===== src/rtl/ffud_pkg.sv =====
// Package for the form field extractor with URL decoding.
// Holds the item types, phase and escape codes, character constants and hex helpers.
// Depends on nothing; every module of the block imports it.
`timescale 1ns / 1ps
`default_nettype none

package ffud_pkg;

    typedef struct packed {
        logic [7:0] body_byte;
        logic       body_last;
    } body_item_t;

    typedef struct packed {
        logic [7:0] value_byte;
        logic       is_report;
        logic       found;
        logic [7:0] value_length;
    } result_item_t;

    // All results that one body byte causes: up to three data bytes, then a report.
    typedef struct packed {
        logic [1:0]      n_data;
        logic [2:0][7:0] data;
        logic            has_report;
        logic            found;
        logic [7:0]      length;
    } bundle_t;

    typedef struct packed {
        logic head_valid;
        logic full;
    } queue_status_t;

    typedef enum logic [1:0] {
        PH_MATCH,
        PH_SKIP,
        PH_VALUE,
        PH_DONE
    } phase_t;

    typedef enum logic [1:0] {
        ESC_NONE,
        ESC_PERCENT,
        ESC_DIGIT
    } escape_t;

    localparam int QUEUE_DEPTH = 4;
    localparam int QUEUE_PTR_W = 2;

    localparam logic [1:0] CFG_KEY_BYTES   = 2'd0;
    localparam logic [1:0] CFG_KEY_LENGTH  = 2'd1;
    localparam logic [1:0] CFG_VALUE_LIMIT = 2'd2;

    localparam logic [3:0] KEY_LENGTH_RESET  = 4'd4;
    localparam logic [7:0] VALUE_LIMIT_RESET = 8'd32;

    localparam logic [7:0] CHAR_PLUS    = 8'h2B;
    localparam logic [7:0] CHAR_PERCENT = 8'h25;
    localparam logic [7:0] CHAR_AMP     = 8'h26;
    localparam logic [7:0] CHAR_SEMI    = 8'h3B;
    localparam logic [7:0] CHAR_EQUAL   = 8'h3D;
    localparam logic [7:0] CHAR_SPACE   = 8'h20;

    function automatic logic is_hex(input logic [7:0] c);
        return (c >= 8'h30 && c <= 8'h39) || (c >= 8'h61 && c <= 8'h66)
            || (c >= 8'h41 && c <= 8'h46);
    endfunction

    function automatic logic [3:0] hex_value(input logic [7:0] c);
        logic [7:0] v;
        if (c >= 8'h30 && c <= 8'h39) begin
            v = c - 8'h30;
        end else if (c >= 8'h61 && c <= 8'h66) begin
            v = c - 8'h57;
        end else begin
            v = c - 8'h37;
        end
        return v[3:0];
    endfunction

endpackage

`default_nettype wire


===== src/rtl/form_field_extract_url_decode_unit.sv =====
// Top level of the form field extractor with URL decoding.
// Connects ffud_front, ffud_queue and ffud_back; depends on ffud_pkg.
// The block takes one body byte per cycle and decodes it in that same cycle in the
// front part; each byte yields zero to four result items (decoded bytes and the closing
// report), which pass through a four-entry queue and leave one per cycle, while ready is high,
// from the output register of the back part. Input stalls only when the queue is full, which
// happens when bytes produce more than one result on average or the consumer holds ready low.
// Each result is written into a queue slot and then into the output register before it is shown.
`timescale 1ns / 1ps
`default_nettype none

module form_field_extract_url_decode_unit
    import ffud_pkg::*;
#(
    parameter int MAX_KEY_BYTES = 8
) (
    input  wire logic         clk,
    input  wire logic         rst_n,
    input  wire logic         cfg_write,
    input  wire logic [1:0]   cfg_index,
    input  wire logic [63:0]  cfg_data,
    input  wire logic         in_valid,
    output logic              in_ready,
    input  wire body_item_t   in_item,
    output logic              out_valid,
    input  wire logic         out_ready,
    output result_item_t      out_item
);

    queue_status_t q_status;
    logic          push_valid;
    bundle_t       push_bundle;
    bundle_t       head;
    logic          pop;

    ffud_front #(
        .MAX_KEY_BYTES(MAX_KEY_BYTES)
    ) u_front (
        .clk        (clk),
        .rst_n      (rst_n),
        .cfg_write  (cfg_write),
        .cfg_index  (cfg_index),
        .cfg_data   (cfg_data),
        .in_valid   (in_valid),
        .in_ready   (in_ready),
        .in_item    (in_item),
        .q_status   (q_status),
        .push_valid (push_valid),
        .push_bundle(push_bundle)
    );

    ffud_queue u_queue (
        .clk        (clk),
        .rst_n      (rst_n),
        .push_valid (push_valid),
        .push_bundle(push_bundle),
        .pop        (pop),
        .q_status   (q_status),
        .head       (head)
    );

    ffud_back u_back (
        .clk      (clk),
        .rst_n    (rst_n),
        .q_status (q_status),
        .head     (head),
        .pop      (pop),
        .out_valid(out_valid),
        .out_ready(out_ready),
        .out_item (out_item)
    );

endmodule

`default_nettype wire


===== src/rtl/ffud_front.sv =====
// Front part: configuration registers, key matching and URL decoding of each body byte.
// Produces at most one result bundle per item; depends on ffud_pkg.
`timescale 1ns / 1ps
`default_nettype none

module ffud_front
    import ffud_pkg::*;
#(
    parameter int MAX_KEY_BYTES = 8
) (
    input  wire logic          clk,
    input  wire logic          rst_n,
    input  wire logic          cfg_write,
    input  wire logic [1:0]    cfg_index,
    input  wire logic [63:0]   cfg_data,
    input  wire logic          in_valid,
    output logic               in_ready,
    input  wire body_item_t    in_item,
    input  wire queue_status_t q_status,
    output logic               push_valid,
    output bundle_t            push_bundle
);

    localparam int KPW = $clog2(MAX_KEY_BYTES + 1);
    localparam int KIW = (MAX_KEY_BYTES > 1) ? $clog2(MAX_KEY_BYTES) : 1;
    localparam logic [3:0] MAX_LEN = 4'(MAX_KEY_BYTES);

    logic [MAX_KEY_BYTES-1:0][7:0] key_reg;
    logic [3:0]                    key_length_reg;
    logic [7:0]                    value_limit_reg;

    phase_t           phase_reg, phase_next;
    logic [KPW-1:0]   kpos_reg, kpos_next;
    escape_t          esc_reg, esc_next;
    logic [7:0]       held_reg, held_next;
    logic [7:0]       count_reg, count_next;

    logic             accept;
    logic [7:0]       c;
    logic             sep;
    logic [3:0]       klen;
    logic [7:0]       want;
    logic [2:0][7:0]  cand;
    logic [1:0]       ncand;
    logic [7:0]       count_base;
    logic [7:0]       room;
    logic [7:0]       n_emit;
    logic             rep;
    logic             rep_found;

    assign in_ready = !q_status.full;
    assign accept   = in_valid && in_ready;
    assign c        = in_item.body_byte;
    assign sep      = (c == CHAR_AMP) || (c == CHAR_SEMI);
    assign klen     = (key_length_reg > MAX_LEN) ? MAX_LEN : key_length_reg;
    assign want     = key_reg[kpos_reg[KIW-1:0]];

    always_ff @(posedge clk or negedge rst_n) begin
        if (!rst_n) begin
            key_reg         <= '0;
            key_length_reg  <= KEY_LENGTH_RESET;
            value_limit_reg <= VALUE_LIMIT_RESET;
        end else if (cfg_write) begin
            unique case (cfg_index)
                CFG_KEY_BYTES:   key_reg         <= cfg_data[8*MAX_KEY_BYTES-1:0];
                CFG_KEY_LENGTH:  key_length_reg  <= cfg_data[3:0];
                CFG_VALUE_LIMIT: value_limit_reg <= cfg_data[7:0];
                default:         ;
            endcase
        end
    end

    always_comb
    begin
        phase_next = phase_reg;
        kpos_next  = kpos_reg;
        esc_next   = esc_reg;
        held_next  = held_reg;
        count_base = count_reg;
        cand       = '0;
        ncand      = 2'd0;
        rep        = 1'b0;
        rep_found  = 1'b0;

        unique case (phase_reg)
            PH_MATCH:
            begin
                if (sep) begin
                    kpos_next = '0;
                end else if (4'(kpos_reg) < klen) begin
                    if (c == want) begin
                        kpos_next = kpos_reg + KPW'(1);
                    end else begin
                        phase_next = PH_SKIP;
                    end
                end else if (c == CHAR_EQUAL) begin
                    phase_next = PH_VALUE;
                    esc_next   = ESC_NONE;
                    count_base = 8'd0;
                end else begin
                    phase_next = PH_SKIP;
                end
            end
            PH_SKIP:
            begin
                if (sep) begin
                    phase_next = PH_MATCH;
                    kpos_next  = '0;
                end
            end
            PH_VALUE:
            begin
                if (sep) begin
                    if (esc_next == ESC_PERCENT) begin
                        cand[ncand] = CHAR_PERCENT;
                        ncand       = ncand + 2'd1;
                    end else if (esc_next == ESC_DIGIT) begin
                        cand[ncand] = CHAR_PERCENT;
                        ncand       = ncand + 2'd1;
                        cand[ncand] = held_next;
                        ncand       = ncand + 2'd1;
                    end
                    esc_next   = ESC_NONE;
                    rep        = 1'b1;
                    rep_found  = 1'b1;
                    phase_next = PH_DONE;
                end else begin
                    logic plain;
                    plain = 1'b0;
                    unique case (esc_reg)
                        ESC_PERCENT:
                        begin
                            if (is_hex(c)) begin
                                held_next = c;
                                esc_next  = ESC_DIGIT;
                            end else begin
                                cand[ncand] = CHAR_PERCENT;
                                ncand       = ncand + 2'd1;
                                esc_next    = ESC_NONE;
                                plain       = 1'b1;
                            end
                        end
                        ESC_DIGIT:
                        begin
                            if (is_hex(c)) begin
                                cand[ncand] = {hex_value(held_reg), hex_value(c)};
                                ncand       = ncand + 2'd1;
                                esc_next    = ESC_NONE;
                            end else begin
                                cand[ncand] = CHAR_PERCENT;
                                ncand       = ncand + 2'd1;
                                cand[ncand] = held_reg;
                                ncand       = ncand + 2'd1;
                                esc_next    = ESC_NONE;
                                plain       = 1'b1;
                            end
                        end
                        default:
                        begin
                            plain = 1'b1;
                        end
                    endcase
                    if (plain) begin
                        if (c == CHAR_PLUS) begin
                            cand[ncand] = CHAR_SPACE;
                            ncand       = ncand + 2'd1;
                        end else if (c == CHAR_PERCENT) begin
                            esc_next = ESC_PERCENT;
                        end else begin
                            cand[ncand] = c;
                            ncand       = ncand + 2'd1;
                        end
                    end
                end
            end
            default:
            begin
            end
        endcase

        if (in_item.body_last) begin
            if (phase_next == PH_VALUE) begin
                if (esc_next == ESC_PERCENT) begin
                    cand[ncand] = CHAR_PERCENT;
                    ncand       = ncand + 2'd1;
                end else if (esc_next == ESC_DIGIT) begin
                    cand[ncand] = CHAR_PERCENT;
                    ncand       = ncand + 2'd1;
                    cand[ncand] = held_next;
                    ncand       = ncand + 2'd1;
                end
                rep       = 1'b1;
                rep_found = 1'b1;
            end else if (phase_next != PH_DONE) begin
                rep = 1'b1;
            end
        end

        room       = (count_base < value_limit_reg) ? (value_limit_reg - count_base) : 8'd0;
        n_emit     = (8'(ncand) > room) ? room : 8'(ncand);
        count_next = count_base + n_emit;

        if (in_item.body_last) begin
            phase_next = PH_MATCH;
            kpos_next  = '0;
            esc_next   = ESC_NONE;
            held_next  = 8'd0;
        end
    end

    always_comb
    begin
        push_bundle.n_data     = n_emit[1:0];
        push_bundle.data       = cand;
        push_bundle.has_report = rep;
        push_bundle.found      = rep_found;
        push_bundle.length     = rep_found ? count_next : 8'd0;
        push_valid             = accept && ((n_emit != 8'd0) || rep);
    end

    always_ff @(posedge clk or negedge rst_n) begin
        if (!rst_n) begin
            phase_reg <= PH_MATCH;
            kpos_reg  <= '0;
            esc_reg   <= ESC_NONE;
            held_reg  <= 8'd0;
            count_reg <= 8'd0;
        end else if (accept) begin
            phase_reg <= phase_next;
            kpos_reg  <= kpos_next;
            esc_reg   <= esc_next;
            held_reg  <= held_next;
            count_reg <= in_item.body_last ? 8'd0 : count_next;
        end
    end

    a_found_has_report: assert property (@(posedge clk) disable iff (!rst_n)
        push_valid && push_bundle.found |-> push_bundle.has_report)
        else $error("found flag set on a bundle without a report");

    a_not_found_zero_length: assert property (@(posedge clk) disable iff (!rst_n)
        push_valid && push_bundle.has_report && !push_bundle.found
            |-> push_bundle.length == 8'd0 && push_bundle.n_data == 2'd0)
        else $error("missing-key report carries data or a length");

endmodule

`default_nettype wire


===== src/rtl/ffud_queue.sv =====
// Short bundle queue between the front and back parts.
// Register slots with read and write pointers; depends on ffud_pkg.
`timescale 1ns / 1ps
`default_nettype none

module ffud_queue
    import ffud_pkg::*;
(
    input  wire logic    clk,
    input  wire logic    rst_n,
    input  wire logic    push_valid,
    input  wire bundle_t push_bundle,
    input  wire logic    pop,
    output queue_status_t q_status,
    output bundle_t      head
);

    bundle_t                slots_reg [QUEUE_DEPTH];
    logic [QUEUE_PTR_W-1:0] wr_ptr_reg;
    logic [QUEUE_PTR_W-1:0] rd_ptr_reg;
    logic [QUEUE_PTR_W:0]   count_reg, count_next;

    assign q_status.head_valid = (count_reg != '0);
    assign q_status.full       = (count_reg == (QUEUE_PTR_W + 1)'(QUEUE_DEPTH));
    assign head                = slots_reg[rd_ptr_reg];

    always_comb
    begin
        count_next = count_reg;
        if (push_valid && !pop) begin
            count_next = count_reg + (QUEUE_PTR_W + 1)'(1);
        end else if (pop && !push_valid) begin
            count_next = count_reg - (QUEUE_PTR_W + 1)'(1);
        end
    end

    always_ff @(posedge clk) begin
        if (push_valid) begin
            slots_reg[wr_ptr_reg] <= push_bundle;
        end
    end

    always_ff @(posedge clk or negedge rst_n) begin
        if (!rst_n) begin
            wr_ptr_reg <= '0;
            rd_ptr_reg <= '0;
            count_reg  <= '0;
        end else begin
            if (push_valid) begin
                wr_ptr_reg <= wr_ptr_reg + QUEUE_PTR_W'(1);
            end
            if (pop) begin
                rd_ptr_reg <= rd_ptr_reg + QUEUE_PTR_W'(1);
            end
            count_reg <= count_next;
        end
    end

    a_no_push_when_full: assert property (@(posedge clk) disable iff (!rst_n)
        push_valid |-> !q_status.full)
        else $error("bundle pushed into a full queue");

    a_no_pop_when_empty: assert property (@(posedge clk) disable iff (!rst_n)
        pop |-> q_status.head_valid)
        else $error("bundle popped from an empty queue");

endmodule

`default_nettype wire


===== src/rtl/ffud_back.sv =====
// Back part: walks the head bundle one result at a time into a registered output.
// Pops the queue when the bundle's last result is loaded; depends on ffud_pkg.
`timescale 1ns / 1ps
`default_nettype none

module ffud_back
    import ffud_pkg::*;
(
    input  wire logic          clk,
    input  wire logic          rst_n,
    input  wire queue_status_t q_status,
    input  wire bundle_t       head,
    output logic               pop,
    output logic               out_valid,
    input  wire logic          out_ready,
    output result_item_t       out_item
);

    logic [1:0]   sub_reg;
    logic         out_valid_reg;
    result_item_t out_item_reg;
    logic [2:0]   total;
    logic         last_of_bundle;
    logic         load;
    result_item_t next_item;

    assign total          = 3'(head.n_data) + 3'(head.has_report);
    assign last_of_bundle = (3'(sub_reg) + 3'd1 == total);
    assign load           = q_status.head_valid && (!out_valid_reg || out_ready);
    assign pop            = load && last_of_bundle;
    assign out_valid      = out_valid_reg;
    assign out_item       = out_item_reg;

    always_comb
    begin
        if (sub_reg < head.n_data) begin
            next_item.value_byte   = head.data[sub_reg];
            next_item.is_report    = 1'b0;
            next_item.found        = 1'b0;
            next_item.value_length = 8'd0;
        end else begin
            next_item.value_byte   = 8'd0;
            next_item.is_report    = 1'b1;
            next_item.found        = head.found;
            next_item.value_length = head.length;
        end
    end

    always_ff @(posedge clk) begin
        if (load) begin
            out_item_reg <= next_item;
        end
    end

    always_ff @(posedge clk or negedge rst_n) begin
        if (!rst_n) begin
            sub_reg       <= 2'd0;
            out_valid_reg <= 1'b0;
        end else begin
            if (load) begin
                out_valid_reg <= 1'b1;
                sub_reg       <= last_of_bundle ? 2'd0 : sub_reg + 2'd1;
            end else if (out_ready) begin
                out_valid_reg <= 1'b0;
            end
        end
    end

    a_sub_in_bundle: assert property (@(posedge clk) disable iff (!rst_n)
        q_status.head_valid |-> 3'(sub_reg) < total)
        else $error("result index runs past the head bundle");

    a_found_only_in_report: assert property (@(posedge clk) disable iff (!rst_n)
        out_valid_reg && out_item_reg.found |-> out_item_reg.is_report)
        else $error("found flag on a data item");

endmodule

`default_nettype wire

===== config.mk =====
export PLATFORM = sky130hd
export DESIGN_NAME = form_field_extract_url_decode_unit
export DESIGN_NICKNAME = d
export VERILOG_FILES = /design/src/rtl/ffud_pkg.sv /design/src/rtl/form_field_extract_url_decode_unit.sv /design/src/rtl/ffud_front.sv /design/src/rtl/ffud_queue.sv /design/src/rtl/ffud_back.sv
export SDC_FILE = /design/constraint.sdc
export NUM_CORES = 1
export LEC_CHECK = 0
export BUFFER_PORTS_ARGS = -buffer_cell sky130_fd_sc_hd__buf_2
export CAP_MARGIN = 20
export CORE_MARGIN = 2
export CORE_UTILIZATION = 40
export CTS_CLUSTER_SIZE = 12
export DETAILED_ROUTE_END_ITERATION = 7
export PLACE_DENSITY_LB_ADDON = 0.25
export SYNTH_ARGS = -nofsm -noshare
export SYNTH_HDL_FRONTEND = slang
export SYNTH_SLANG_ARGS = --single-unit

===== constraint.sdc =====
create_clock -name clk -period 6.8 [get_ports clk]
set_input_delay 1.36 -clock clk [delete_from_list [all_inputs] [get_ports clk]]
set_output_delay 1.36 -clock clk [all_outputs]
set_load 0.005 [all_outputs]

* Yosys cells after proc, flatten, opt, wreduce, memory -nomap -nowiden
Memories as Yosys holds them, arrays and structs flattened.
Cells that the tools add are included.
** Storage, ports and cells
- Bits in registers :: 128
- Memory bits (writable) :: 144
- Bits of input ports :: 80
- Word-level logic and storage cells :: 241
- Memories kept :: 1
** Memory list
- u_queue.slots_reg :: words 4, bits a word 36, read ports 1, clocked after Yosys merged registers in 0, wr ports 1, RTL line ffud_queue.sv:18 : bundle_t slots_reg [QUEUE_DEPTH];
** Cells by class
- Add/sub/neg operators :: 19
- $lt $le $gt $ge :: 23
- Equal/unequal tests :: 21
- Multiplexer cells :: 112
- Bitwise logic cells :: 6
- Reductions and logical operators :: 35
** Operators with widths (count)
- 8-bit two-way mux :: 28
- 24-bit two-way mux :: 8
- 2-bit two-way mux :: 31
- 24-bit bitwise mux :: 2
- 8-bit demux with 2-bit select :: 3
- 8-bit by 6-bit equality test with 1-bit output, second input constant :: 5
- 4-bit two-way mux :: 10
- 16-bit two-way mux :: 2
- 8-bit binary-select mux with 3-bit select :: 1
- 8-bit by 7-bit >= comparator with 1-bit output, second input constant :: 3
- 8-bit by 7-bit less-or-equal comparator with 1-bit output, second input constant :: 3
- 14-bit by 21-bit AND with 21-bit output :: 1
- 21-bit inverter :: 1
- 8-bit binary-select mux with 2-bit select :: 1
- 8-bit by 6-bit >= comparator with 1-bit output, second input constant :: 2
- 8-bit by 6-bit less-or-equal comparator with 1-bit output, second input constant :: 2
- 1-bit two-way mux :: 16
- 8-bit one-hot mux with 2 select lines :: 1
- 4-bit by 3-bit subtractor with 4-bit output, second input constant :: 4
- 15-bit AND :: 1
- 15-bit inverter :: 1
- 1-bit logical AND :: 14
- 2-bit by 1-bit adder with 2-bit output, second input constant :: 6
- 2-bit by 3-bit < comparator with 1-bit output, second input constant :: 4
- other kinds (40) :: 66

* Depth between registers and ports, before layout
Gate-level depths: netlist of the first run.
- Depth after elaboration :: 29
- Mapped depth :: 35

* Hierarchy
From an unflattened synthesis of the first run, not the netlist that was laid out.
** Second synthesis, totals
- Cells, all modules :: 1033
- Area, all modules :: 13902.1 um^2
** By module, submodules not included
- ffud_front :: instances 1, cells each 724, area each 7218.2 um^2
- ffud_queue :: instances 1, cells each 222, area each 5605.4 um^2
- ffud_back :: instances 1, cells each 87, area each 1078.5 um^2

* Worst setup path after synthesis of the first run
No wires, ideal clock.
- Path type :: input to register
- From :: input port in_item[2] (netlist bit)
- To :: memory u_queue.slots_reg[0][6] (netlist bit), data pin
- Data arrival time :: 7897 ps
- Data required time :: 6515 ps
- Setup slack :: -1382 ps
- Stages :: 34
- Path buffers :: 2
- Cells stage by stage :: clkbuf_1 -> inv_1 -> ha_1 -> or3b_1 -> and4_1 -> or3_4 -> clkbuf_1 -> a21oi_1 -> ha_1 -> nor2_1 -> a21oi_1 -> or3_1 -> inv_1 -> ha_1 -> and4b_1 -> or3_1 -> ha_1 -> nor2b_1 -> a2bb2oi_1 -> o311a_1 -> o2111a_1 -> a32o_1 -> inv_1 -> mux2i_1 -> inv_1 -> ha_1 -> fa_1 -> a21oi_1 -> nor2_1 -> nor2_1 -> o21bai_1 -> a21oi_1 -> xor2_1 -> nor2_1
** RTL lines
- start, declared :: RTL line form_field_extract_url_decode_unit.sv:24 : input wire body_item_t in_item,
- end, declared :: RTL line ffud_queue.sv:18

==> summary.md, run 1 <==
| Metric | Value |
|---|---|
| Number of enable flip-flop cells after synthesis | `162` |
| Crit path buf inv count | `4` |
| Syn Area/Cell | `13.26 um2` |
| Pwr Total | `5.999 mW` |
| Synth-to-Final Area Change | `23.97%` |
| Critical path capture point type | `flip-flop` |
| Mapped Area | `13850 um2` |
| Vias in the first global route | `9630` |
| Max_slew headroom | `36.66%` |
| Area contributors post-synth | `edfxtp_1 (35%), dfrtp_1 (20%), mux4_2 (8.5%), mux2_2 (6.3%), ha_1 (4.5%)` |
| Critical path's largest stage delay | `0.41 ns` |
| Finished Layout Cells | `1753` |
| CTS max path bufs | `3` |
| RSZ-0062 raised after global routing | `yes` |
| Starting Density | `between 40 and 50%` |
| Yosys reg bits | `approximately 270` |
| Final ANT Viol Nets | `0` |
| Fin crit share | `101.3%` |
| Worst setup margin | `-0.08603 ns` |
| # setup viols final | `5` |
| Max Slew Vio Count | `0` |
| Initial antenna violation count | `0` |
| CP Launch Type | `primary input` |
| Cell with the most instances after synthesis | `edfxtp_1` |
| Die W | `190.1 um` |
| Yosys warns | `0` |
| Worst-path clk slew | `0.06 ns` |
| Failing checks | `negative setup slack` |
| Detail Placement HPWL | `23.63 mm` |
| Share of post-route cells with drive strength above 1 | `37.60%` |
| GRT Total Usage | `18.62%` |
| Placed instance count | `1688` |
| Final setup TNS | `-0.3779 ns` |
| CTS Hold Buffers Added | `0` |
| Slowest stage cell on the critical path | `or3_4` |
| Area leader, netlist | `edfxtp_1` |
| Die Ht | `190.1 um` |
| WL/cell | `18.66 um` |
| Root Driver | `clkbuf_16` |
| Slew @ Worst Pin | `between 0.9 and 1 ns` |
| RePlAce Congestion | `0.8839` |
| DP Worst Slack | `-0.8848 ns` |
| Post-synth top cells | `edfxtp_1 (162), dfrtp_1 (108), mux2_2 (78)` |
| Via density | `5.288` |
| Worst endpoint required time | `7.07 ns` |
| Worst Clk Skew | `around 0.0096 ns` |
| Reg area | `7621 um2` |
| Post-synthesis async set-or-reset flop share | `40.44%` |
| Core Area | `34290 um2` |
| Top_reg_cell synth | `edfxtp_1` |
| Worst path arrival time | `7.15 ns` |
| Cts bufs inserted | `29` |
| Yosys top cell area share | `35.11%` |
| N_diodes | `0` |
| TritonCTS clock tree | `yes` |
| WL final | `32.72 mm` |
| Fmax | `145.2 MHz` |
| Starting DRT DRC Count | `528` |
| First-pass GRT wire length | `52.86 mm` |
| CTS H-tree depth | `1` |
| CTS Sinks | `272` |
| Hold WS | `0.4745 ns` |
| Seq/Total Area, Yosys | `a little over half` |
| Largest register FFs | `144` |
| Max-cap viol count | `0` |
| Worst vdd ir | `0.0002130 V` |
| PwrDens | `around 350 nW/um2` |
| Worst-path fanout max | `4` |
| Multi-input combinational cell area | `a little over 6000 um2` |
| Layout net count | `1409` |
| Syn Inst Count | `1045` |
| DRC | `0` |
| Largest net degree at the start of global routing | `65` |
| Status | `complete, but fails checks` |
| Synth unique cells | `slightly below 80` |
| Delay-heaviest family, CP | `simple AND/OR/NAND/NOR gates` |
| HP Class | `reg -> reg` |
| Crit path kind | `in -> reg` |
| First drt pass iteration count | `5` |
| Leakage | `6.864 nW` |
| Number of I/O pins | `100` |
| Fill cells | `3044` |
| Post-layout minimum cycle time | `6.886 ns` |
| Hold Vio Cnt, Final | `0` |
| Overflow after GRT | `0` |
| PortBufs | `99` |
| DR vias | `9270` |
| # rows | `68` |
| Worst-skew pair later-pin latency | `between 0.5 and 0.6 ns` |
| Die area | `36140 um2` |
cells in the final DEF, fill, tap and decap left out, drive strengths merged, types with 47 or more instances in the layout:
cell,instances
edfxtp,162
nor2,47
buf,250
mux2,79
nand2,62
dfrtp,108
inv,51
a21oi,49
ha,50
mux4,52
power breakdown:
group / internal [mW] / switching [mW]
clock: 0.856 / 0.632
combinational: 1.17 / 1.06
sequential: 2.10 / 0.175
repair_timing:
item | CTS | global route
endpoints found under the hold margin | 0 | 0
buffers inserted | 9 | 3
setup endpoints to repair | 24 | 30
pin swaps | 10 | 10
gates resized for setup | 18 | 16
final timing paths:
path / from / to / slack (ns) / depth (start not counted)
setup / recovery: in_item[1] / u_queue.slots_reg[0][6] / -0.09 / 33
hold / removal: u_front.count_reg[3] / u_front.count_reg[3] / 0.47 / 2
setup reg to reg: u_front.key_length_reg[2] / u_queue.slots_reg[0][6] / 0.20 / 32
hold reg to reg: u_front.count_reg[3] / u_front.count_reg[3] / 0.47 / 2
max in group asynchronous: rst_n / u_front.value_limit_reg[7] / 4.62 / 2
min in group asynchronous: rst_n / u_front.key_reg[49] / 0.89 / 1
layer usage:
layer | vias to the layer above | GRT usage [%] | share of wire [%]
li1 | 4390 | - | -
met2 | 220 | 31.91 | 48
met1 | 4615 | 25.30 | 45
met4 | 2 | 3.936 | 2.0
met5 | - | 0.8242 | 0.12
met3 | 43 | 2.509 | 4.4
worst register-to-register path: cells and delay by family, from the launching register on:
kind | cells | cell delay, ns
and+or+nand+nor | 10 | 1.71
xor gates and xnor gates | 1 | 0.22
DFF | 1 | 0.54
buffers and inverters | 2 | 0.13
muxes | 1 | 0.18
adders and majority gates | 6 | 1.71
AOI/OAI and AO/OA | 12 | 1.82
area by class of cell:
| class | instances | share of cell area (%) |
|---|---|---|
| Inverter | 51 | 1.246 |
| Tap cell | 455 | 3.315 |
| Multi-Input combinational cell | 672 | 35.30 |
| Clock buffer | 46 | 4.946 |
| Clock inverter | 7 | 0.3060 |
| Timing Repair Buffer | 250 | 10.52 |
| Sequential cell | 272 | 44.37 |
through the flow:
step,instance area [um2],utilization [%]
2_1_floorplan,14020,-
3_3_place_gp,16020,46.73
3_5_place_dp,16020,46.73
4_1_cts,17070,49.79
5_1_grt,17180,50.09
6_report,17180,50.09
cells by family (layout without fill, tap and decap cells):
group,Yosys count,count (layout),share of synthesized area [%]
AO/OA/AOI/OAI,197,197,9.699
flip-flops,272,272,55.00
other,1,5,0.02707
XOR/XNOR,31,31,2.014
buffers and inverters,105,354,3.043
multiplexers,152,152,16.42
AND/OR/NAND/NOR,234,234,8.850
adder cells (fa/ha/maj),53,53,4.949
No activity file was read; power rests on OpenSTA's default activity.
==> run 2: changes to the inputs <==
Settings changed: ABC_AREA set to 1, RECOVER_POWER set to 25, SETUP_SLACK_MARGIN set to 0.05.
==> run 2 against run 1 <==
Against the previous run:
- the run ends with max-capacitance violations, max-slew violations left
- combinational power is 2% lower
- critical path depth is 1 higher
- non-clock buffer count is 127 lower
- wire length is 7.9% higher
- cell count is 19% higher
- first-iteration DRC count is 39% higher
- synthesized cell count is 45% higher
- clock power hardly changed
- design area is 6.3% lower
- power is 0.36% lower
- sequential share of layout area is 3.0 points higher
- core utilization is 3.6 points lower
- critical path type unchanged
==> summary.md, run 2 <==
| Metric | Value |
|---|---|
| CTS Sinks | `272 (unchanged)` |
| Mapped Area | `14120 um2 (+1.9%)` |
| Worst-path clk slew | `0.06 ns (about the same)` |
| Syn Inst Count | `1513 (+45%)` |
| Worst endpoint required time | `7.09 ns (+0.02 ns)` |
| # setup viols final | `0 (-5)` |
| Worst Clk Skew | `0.01669 ns (+0.007116 ns)` |
| Die W | `191.9 um (+0.92%)` |
| Synth Area in XOR/XNOR | `1.489% (-0.52 points)` |
| Largest net degree at the start of global routing | `104 (+60%)` |
| First drt pass iteration count | `5 (unchanged)` |
| Worst path arrival time | `6.45 ns (-0.70 ns)` |
| Final core utilization | `46.46% (-3.6 points)` |
| Synth Area in Compound Gates | `12.99% (+3.3 points)` |
| Max_slew headroom | `-182.2% (-220 points)` |
| Placed instance count | `2040 (+21%)` |
| DP Worst Slack | `-0.008288 ns (+0.8765 ns)` |
| Vias in the first global route | `10590 (+10%)` |
| CTS max path bufs | `3 (unchanged)` |
| Fill cells | `3327 (+9.3%)` |
| Post-route cell area | `16090 um2 (-6.3%)` |
| Initial antenna violation count | `1 (+1)` |
| Fin crit share | `90.57% (-11 points)` |
| Hold WS | `0.4843 ns (+0.009766 ns)` |
| Status | `complete, but fails checks` |
| Area contributors post-synth | `edfxtp_1 (34%), dfrtp_1 (19%), nand2_1 (6.5%), nor2_1 (4.9%), o21ai_0 (4.9%)` |
| Worst-path fanout max | `7 (+3)` |
| Crit path kind | `in -> reg` |
| RSZ-0062 raised after global routing | `no` |
| Die area | `36810 um2 (+1.8%)` |
| Final setup TNS | `0 ns (+0.3779 ns)` |
| Worst setup margin | `0.6411 ns (+0.7272 ns)` |
| Final ANT Viol Nets | `0 (unchanged)` |
| Cts bufs inserted | `29 (unchanged)` |
| Via density | `5.108 (-3.4%)` |
| WL final | `35.31 mm (+7.9%)` |
| Worst hold path depth | `2 (unchanged)` |
| Worst-skew pair later-pin latency | `0.57 ns (+0.02 ns)` |
| TritonCTS clock tree | `yes` |
| First-pass GRT wire length | `56.28 mm (+6.5%)` |
| Starting DRT DRC Count | `734 (+39%)` |
| WL/cell | `16.87 um (-9.6%)` |
| Commonest non-fill, non-tap cell in the layout | `nand2_1` |
| Commonest non-fill, non-tap cells in the layout | `nand2_1 (245), nor2_1 (186), edfxtp_1 (162)` |
| Worst vdd ir | `0.0002331 V (+9.4%)` |
| # rows | `68 (unchanged)` |
| GRT Total Usage | `19.45% (+0.84 points)` |
| Largest family of logic cells by synthesized area | `simple AND/OR/NAND/NOR gates` |
| Post-layout minimum cycle time | `6.159 ns (-0.7272 ns)` |
| Die Ht | `191.9 um (+0.92%)` |
| Fmax | `162.4 MHz (+12%)` |
| Mux contribution to synthesized area | `2.065% (-14 points)` |
| Synth Area in Adders | `4.857% (-0.092 points)` |
| HP Class | `reg -> reg` |
| Number of enable flip-flop cells after synthesis | `162 (unchanged)` |
| Number of I/O pins | `100 (unchanged)` |
| DR vias | `10690 (+15%)` |
| Synth-to-Final Area Change | `13.98%` |
| Leakage | `7.026 nW (+2.4%)` |
| Synth unique cells | `59 (-23%)` |
| Seq/Total Area, Yosys | `53.98% (-1.0 points)` |
| Slowest stage cell on the critical path | `fa_1` |
| Core Area | `34630 um2 (+0.99%)` |
| Max Slew Vio Count | `217 (+217)` |
| Pwr Total | `5.978 mW (-0.36%)` |
| Placed inst area | `15190 um2 (-5.2%)` |
| Cell with the most instances after synthesis | `nand2_1` |
| Top_reg_cell synth | `edfxtp_1` |
| CTS Hold Buffers Added | `0 (unchanged)` |
| Yosys top cell area share | `34.46% (-0.65 points)` |
| Yosys reg bits | `272 (unchanged)` |
| Max-cap viol count | `3 (+3)` |
| DRC | `0 (unchanged)` |
| Post-synth top cells | `nand2_1 (245), nor2_1 (186), edfxtp_1 (162)` |
| CP Launch Type | `primary input` |
| Starting Density | `40.76% (+0.36 points)` |
| R2R cell count | `34 (+6.3%)` |
| Detail Placement HPWL | `24.57 mm (+4.0%)` |
| Yosys warns | `0 (unchanged)` |
| Largest register FFs | `144 (unchanged)` |
| Finished Layout Cells | `2093 (+19%)` |
| Critical path's most frequent cell | `nand2_1` |
| CTS H-tree depth | `1 (unchanged)` |
| Share of post-route cells with drive strength above 1 | `15.70% (-22 points)` |
| Simple-Gate Fraction of Synth Area | `17.71% (+8.9 points)` |
| RePlAce Congestion | `0.9008 (+1.9%)` |
| Critical path capture point type | `flip-flop` |
| Failing checks | `max-capacitance violations, max-slew violations` |
| Area leader, netlist | `edfxtp_1` |
| Hold Vio Cnt, Final | `0 (unchanged)` |
| Post-synthesis async set-or-reset flop share | `40.44% (unchanged)` |
| Overflow after GRT | `0 (unchanged)` |
| Root Driver | `clkbuf_16` |
| PortBufs | `99 (unchanged)` |
| Slew @ Worst Pin | `4.233 ns (+3.283 ns)` |
| Layout net count | `1750 (+24%)` |
| Critical path's largest stage delay | `0.41 ns (about the same)` |
| Syn Area/Cell | `9.330 um2 (-30%)` |
| PwrDens | `371.5 nW/um2 (+6.4%)` |
## run 2: changes by cell type in the layout (fill, tap and decap cells not counted), moves of 47 or more
cell / before / now
nand2_1: 61 / 245
nor2_1: 44 / 186
buf_4: 140 / 17
inv_1: 46 / 157
o21ai_0: 35 / 138
nand3_1: 18 / 93
mux2_2: 77 / 25
mux4_2: 52 / 0
a21oi_1: 42 / 89
## run 2: layout make-up
type	count	area, um2	share of cell area (%)
Clock buffer	42	815.8	5.070
Clock inverter	9	81.33	0.5055
Inverter	185	704.4	4.378
Antenna cell	1	2.502	0.01555
Timing Repair Buffer	123	713.2	4.433
Tap cell	455	569.3	3.538
Sequential cell	272	7621	47.37
Multi-Input combinational cell	1006	5582	34.69
## run 2: worst max-delay path: cells and delay by family
family / cells / cell delay (ns)
adder cells (fa/ha/maj): 6 / 1.77
AND/OR/NAND/NOR: 15 / 1.73
AO/OA/AOI/OAI: 6 / 0.77
buffers and inverters: 6 / 0.62
XOR/XNOR: 1 / 0.19
## run 2: timing repair
action / 4_1_cts / 5_1_grt
buffers inserted: 0 / 1
endpoints found under the setup margin: 0 / 8
resized for setup: 0 / 3
## run 2: cell families (layout without fill, tap and decap cells)
kind of cell | Yosys count | after routing
other | 1 | 6
buffers and inverters | 239 | 359
flip-flops | 272 | 272
adder cells (fa/ha/maj) | 53 | 53
XOR/XNOR | 24 | 24
multiplexers | 26 | 26
AO/OA/AOI/OAI | 322 | 322
AND/OR/NAND/NOR | 576 | 576
## run 2: routing by layer
| layer | GRT usage, % | wire length, um | vias to the layer above |
|---|---|---|---|
| li1 | - | - | 5339 |
| met5 | 0 | 13 | - |
| met2 | 33.44 | 16940 | 275 |
| met3 | 2.850 | 1771 | 59 |
| met4 | 5.237 | 788 | 2 |
| met1 | 25.65 | 15800 | 5017 |
## run 2: final timing paths
check | start | end | slack, ns
setup / recovery | in_item[2] | u_queue.slots_reg[0][6] | 0.64
hold / removal | u_front.key_reg[5] | u_front.key_reg[5] | 0.48
setup reg to reg | u_front.kpos_reg[2] | u_queue.slots_reg[0][6] | 1.08
hold reg to reg | u_front.key_reg[5] | u_front.key_reg[5] | 0.48
max in group asynchronous | rst_n | u_front.held_reg[2] | 2.54
min in group asynchronous | rst_n | u_front.key_reg[5] | 1.49
## run 2: where the power goes
group / switching [mW] / leakage [nW] / internal (mW)
Clock: 0.635 / 0.440 / 0.867
Sequential: 0.143 / 2.85 / 2.15
Combinational: 1.43 / 3.74 / 0.751
Total: 2.21 / 7.03 / 3.77
